===== src/hw/rtl/arom_pkg.sv =====
// Shared types and constants for the address range offset map.
`timescale 1ns / 1ps
package arom_pkg;

    localparam int TABLE_DEPTH = 64;
    localparam int IDX_W       = $clog2(TABLE_DEPTH);
    localparam int CNT_W       = $clog2(TABLE_DEPTH + 1);
    localparam int ENTRY_W     = 6;
    localparam int DATA_W      = 64;

    typedef enum logic [1:0] {
        CMD_CLEAR   = 2'd0,
        CMD_SET     = 2'd1,
        CMD_LOOKUP  = 2'd2,
        CMD_REVERSE = 2'd3
    } cmd_t;

    typedef enum logic [2:0] {
        CELL_HOLD,
        CELL_ROT,
        CELL_SHL,
        CELL_SHR,
        CELL_WRITE,
        CELL_CLEAR
    } cell_op_t;

    typedef struct packed {
        cell_op_t            op;
        logic [IDX_W-1:0]    sel;
        logic                we_base;
        logic                we_off;
        logic [DATA_W-1:0]   wbase;
        logic [DATA_W-1:0]   woff;
    } cell_ctrl_t;

    typedef enum logic [3:0] {
        ST_IDLE,
        ST_EXEC,
        ST_SCAN,
        ST_LOCATE,
        ST_PLAN,
        ST_SHIFT,
        ST_WR_LO,
        ST_WR_HI,
        ST_DONE
    } state_t;

endpackage


===== src/hw/rtl/arom_cell.sv =====
// One table entry cell: holds a base and an offset, moves them along the chain.
`timescale 1ns / 1ps
module arom_cell import arom_pkg::*; (
    input  logic              aclk,
    input  logic              aresetn,
    input  logic [IDX_W-1:0]  cell_idx,
    input  cell_ctrl_t        ctrl,
    input  logic [DATA_W-1:0] left_base,
    input  logic [DATA_W-1:0] left_off,
    input  logic [DATA_W-1:0] right_base,
    input  logic [DATA_W-1:0] right_off,
    output logic [DATA_W-1:0] base,
    output logic [DATA_W-1:0] off
);

    logic [DATA_W-1:0] base_reg, base_next;
    logic [DATA_W-1:0] off_reg, off_next;

    always_comb begin
        base_next = base_reg;
        off_next  = off_reg;
        case (ctrl.op)
            CELL_ROT: begin
                base_next = right_base;
                off_next  = right_off;
            end
            CELL_SHL: begin
                if (cell_idx > ctrl.sel) begin
                    base_next = right_base;
                    off_next  = right_off;
                end
            end
            CELL_SHR: begin
                if (cell_idx > ctrl.sel) begin
                    base_next = left_base;
                    off_next  = left_off;
                end
            end
            CELL_WRITE: begin
                if (cell_idx == ctrl.sel) begin
                    if (ctrl.we_base) base_next = ctrl.wbase;
                    if (ctrl.we_off)  off_next  = ctrl.woff;
                end
            end
            CELL_CLEAR: begin
                base_next = '0;
                off_next  = (cell_idx <= IDX_W'(1)) ? ctrl.woff : '0;
            end
            default: begin
                base_next = base_reg;
                off_next  = off_reg;
            end
        endcase
    end

    always_ff @(posedge aclk) begin
        if (!aresetn) begin
            base_reg <= '0;
            off_reg  <= '0;
        end else begin
            base_reg <= base_next;
            off_reg  <= off_next;
        end
    end

    assign base = base_reg;
    assign off  = off_reg;

endmodule


===== config.mk =====
export PLATFORM = sky130hd
export DESIGN_NAME = arom_cell
export DESIGN_NICKNAME = d
export VERILOG_FILES = /design/src/hw/rtl/arom_pkg.sv /design/src/hw/rtl/arom_cell.sv
export SDC_FILE = /design/constraint.sdc
export NUM_CORES = 1
export LEC_CHECK = 0
export BUFFER_PORTS_ARGS = -buffer_cell sky130_fd_sc_hd__buf_4
export CAP_MARGIN = 5
export CORE_AREA = 4 4 206 208
export DETAILED_ROUTE_END_ITERATION = 10
export DIE_AREA = 0 0 210 212
export SYNTH_ARGS = -nofsm -noshare
export SYNTH_HDL_FRONTEND = slang
export SYNTH_SLANG_ARGS = --single-unit
export TNS_END_PERCENT = 50

===== constraint.sdc =====
create_clock -name aclk -period 3.1 [get_ports aclk]
set_input_delay 0.31 -clock aclk [delete_from_list [all_inputs] [get_ports aclk]]
set_output_delay 0.31 -clock aclk [all_outputs]
set_load 0.03 [all_outputs]

Word-level counts from Yosys, hierarchy flattened
Index checks and enable logic that the tools add are counted.

Shift-type cells: 0. Muxes and demuxes: 11. Equal/unequal tests: 11. Bitwise logic cells: 0. $add $sub $neg: 0. Div/mod/pow operators: 0. Multiply operators: 0. Reductions and logical operators: 3. Order comparisons: 2.

Operator list (number): $pmux 64 s5 (2); $mux 64 (9); $ne 2x2->1 const B (5); $reduce_and 5->1 (2); $eq 3x2->1 const B (2); $eq 3x3->1 const B (2); $eq 6x6->1 (1); $gt 6x6->1 (1); $le 6x1->1 const B (1); $reduce_bool 5->1 (1); $eq 3x1->1 const B (1).

Memory bits (writable): 0. Bits of input ports: 403. Latch bits: 0. Bits in read-only memories: 0. Word-level logic and storage cells: 29. Output and inout port bits: 128. Memories kept: 0. Bits in registers: 128.

Logic depth before layout (Yosys ltp)
Depth after elaboration: 3. Gate-level depth with buffers: 9. Gate-level depth less buffers: 7.

Least setup slack after synthesis
No wires, ideal clock.

Kind: input-to-reg. Start: in ctrl[134] (netlist bit). End: reg off_reg[57], in the netlist off[57]. Data arrival time: 2183 ps. Required time: 3019 ps. Library setup time: 81 ps. Path buffers: 2. Slack: 836 ps. Cell stages on the path: 9. Cell sequence: inv_1 ha_1 nand4_1 or2_2 o311ai_0 buf_4 clkbuf_1 a21oi_1 a211oi_2.

Word-level cells in the longest chain between the ends: 3. Elaborated cells on any way between the ends: 6. Those cells by class: order compare (1); eq/ne (4); reduce/logical (1).

Ends and longest elaborated chain: start: declaration (RTL line arom_cell.sv:7) `input cell_ctrl_t ctrl,`; $gt 6x6->1 or $eq 6x6->1 (tied branches) (RTL line arom_cell.sv:28, arom_cell.sv:34, arom_cell.sv:40); $ne 2x2->1 (no source line); $reduce_and 5->1 (no source line) (*); end signal: assignment (RTL line arom_cell.sv:62) `off_reg <= off_next;`; end: declaration (RTL line arom_cell.sv:17) `logic [DATA_W-1:0] off_reg, off_next;`.

Mark *: on every way between the ends. The rest lies on a longest branch, timed or not. A chain may end at the register's enable or synchronous reset.

Final worst setup path
Start: in cell_idx[4]. End: reg off_reg[38], in the netlist off[38].

Word-level cells in the longest chain between the ends: 3. Elaborated cells on any way between the ends: 9. Those cells by class: order compare (2); eq/ne (4); mux (2); reduce/logical (1).

Ends and longest elaborated chain: start: declaration (RTL line arom_cell.sv:6) `input logic [IDX_W-1:0] cell_idx,`; $le 6x1->1 (tied with other cells) (RTL line arom_cell.sv:47) `off_next = (cell_idx <= IDX_W'(1)) ? ctrl.woff : '0;`; $mux 64 or $ne 2x2->1 (tied branches); $pmux 64 s5 or $reduce_and 5->1 (tied branches).

Parallel ways exist; a longest one is shown, timed or not.

==> reports/metrics.csv <==
metric,value,unit
multi_input_area,5560,sq um
antenna_found_initial,0,
syn_area_per_cell,7.19,sq um
ys_warn_count,0,
slew_violations,0,
p_total,6.18,mW
synth_cell_types,30,
layout-drive-gt1-share,40.0,%
die_w,210,microns
fillCellCount,4358,
htreeDepth,4,
place_hpwl,30.9,mm
post-route-period-util,73.0,%
drt-vias-per-instance,5.34,
pin_count,531,
antenna_cells,0,
arrival,2.52,ns
gp_congestion,0.896,
final-setup-viol-count,0,
die_h,212,microns
cp-end-kind,flip-flop,
cts.repair.resized,0,
avgRoutedWirePerCell,19.6,microns
drv_cap,0,
synthToLayoutAreaGrowth,57.8,%
relSlewSlack,29.7,%
synth_edf_count,0,
power_density,449,nW/um^2
track_usage,17.8,%
design.die.area,44500,sq um
final_cell_count_no_fill,2178,
worstPathRequired,3.36,ns
cts.clk_slew.worst_paths,0.06,ns
power_leakage,5.80,nW
tritoncts,yes,
layout_common_cells,"544 x buf_4, 323 x nand2_1, 129 x a21oi_1",
worstPathMaxFanout,37,
num_vias,11600,
synthArstFlopShare,0,%
syn_inst,1214,
grt_pass1_vias,11200,
rsz0062_at_grt,no,
finalSetupTns,0,ns
drt_iter0_drc,871,
ir_drop,309,uV
fin_util,33.9,%
clk_latency,0.42,ns
regArea,2560,sq um
syn_area,8720,sq um
status,finished clean,
dp.cells,2148,
worst_pin_slew,1.05,ns
start_util,21.5,%
nNetsFinal,2044,
holdCritPathClass,primary input to flip-flop,
final_common_cell,buf_4,
final-hold-violation-count,0,
ys.flop_type,dfxtp_1,
clock_path_buffers,2,
fmaxAchievable,442,MHz
ys_seq_area_share,29.4,%
cts_hold_buf,0,
drtAntennaViolNets,0,
fp-row-count,74,
finalClockSkew,0,ns
final.min_clock_period,2.26,ns
grt_remaining_overflow,0,
grt_pass1_wl,63.8,mm
synthesis.nets,1623,
synth_seq_cells,128,
critical_path_class,primary input to flip-flop,
grt_max_degree,135,
root_buffer,clkbuf_16,
drt_pass1_iterations,5,
cts_setup_buffers,0,
coreArea,40600,sq um
drt-total-wl,42.7,mm
numPortBuffers,530,
drc,0,
clock_sinks,128,
cts_buffers,17,
cp-start-kind,primary input,
[path summary, 6_finish.rpt]
kind               startpoint        to  slack, ns  depth (start not counted)
hold reg to reg      base[55]  base[55]       0.45                          2
hold / removal       ctrl[23]   off[23]       0.27                          3
setup reg to reg      off[47]   off[47]       2.37                          2
setup / recovery  cell_idx[4]   off[38]       0.84                          9
[metrics by stage]
stage          setup slack, ns  hold slack, ns  instance area, sq um
2_1_floorplan            0.836           0.507                  8720
3_3_place_gp             0.424           0.446                 13100
3_5_place_dp             0.367           0.452                 13100
4_1_cts                  0.834           0.233                 13800
5_1_grt                  0.757           0.249                 13800
6_report                 0.838           0.275                 13800
[worst max-delay path, cell delays in order]
cell and delay (ns):
buf_4 0.12, ha_1 0.31, nand4_1 0.22, or2_2 0.40, o311ai_2 0.34, buf_4 0.23
and2_4 0.19, buf_12 0.24, a211oi_2 0.11
[routing by layer]
metal / track usage (%) / share of wire [%]
met5: 0 / 0
met3: 4.40 / 7.7
met4: 6.80 / 3.6
met1: 21.8 / 40
met2: 30.1 / 48
[final cells by class]
cell class | instances | area share [%]
inverter | 9 | 0.282
timing repair buffer | 555 | 31.2
multi-input combinational | 924 | 40.4
tap | 532 | 4.84
clock inverter | 9 | 1.13
sequential | 128 | 18.6
clock buffer | 21 | 3.49
[where the power goes]
group          switching, mW  leakage, nW  internal, mW
Sequential            0.0890         1.06          1.80
Combinational           1.19         4.43         0.874
Clock                  0.798        0.311          1.43
Total                   2.08         5.80          4.10
[logic make-up after synthesis]
| kind of cell | after synthesis | share of synthesized area [%] |
|---|---|---|
| adders and majority gates | 6 | 0.861 |
| and+or+nand+nor | 399 | 19.5 |
| buffers and inverters | 162 | 7.63 |
| DFF | 128 | 29.4 |
| AOI/OAI and AO/OA | 519 | 42.6 |
[Yosys cell counts, types with 7 or more instances]
cell type,number,share of area (%)
a221oi_1,128,13
nand4_1,65,4.7
dfxtp_1,128,29
nand2_1,323,14
inv_1,7,0.30
a21oi_1,129,7.4
clkbuf_1,138,5.9
o21ai_0,65,3.7
a31oi_1,128,9.2
a211oi_2,60,8.6
buf_2,7,0.40
Note: power is estimated with default switching activity, not from simulation.
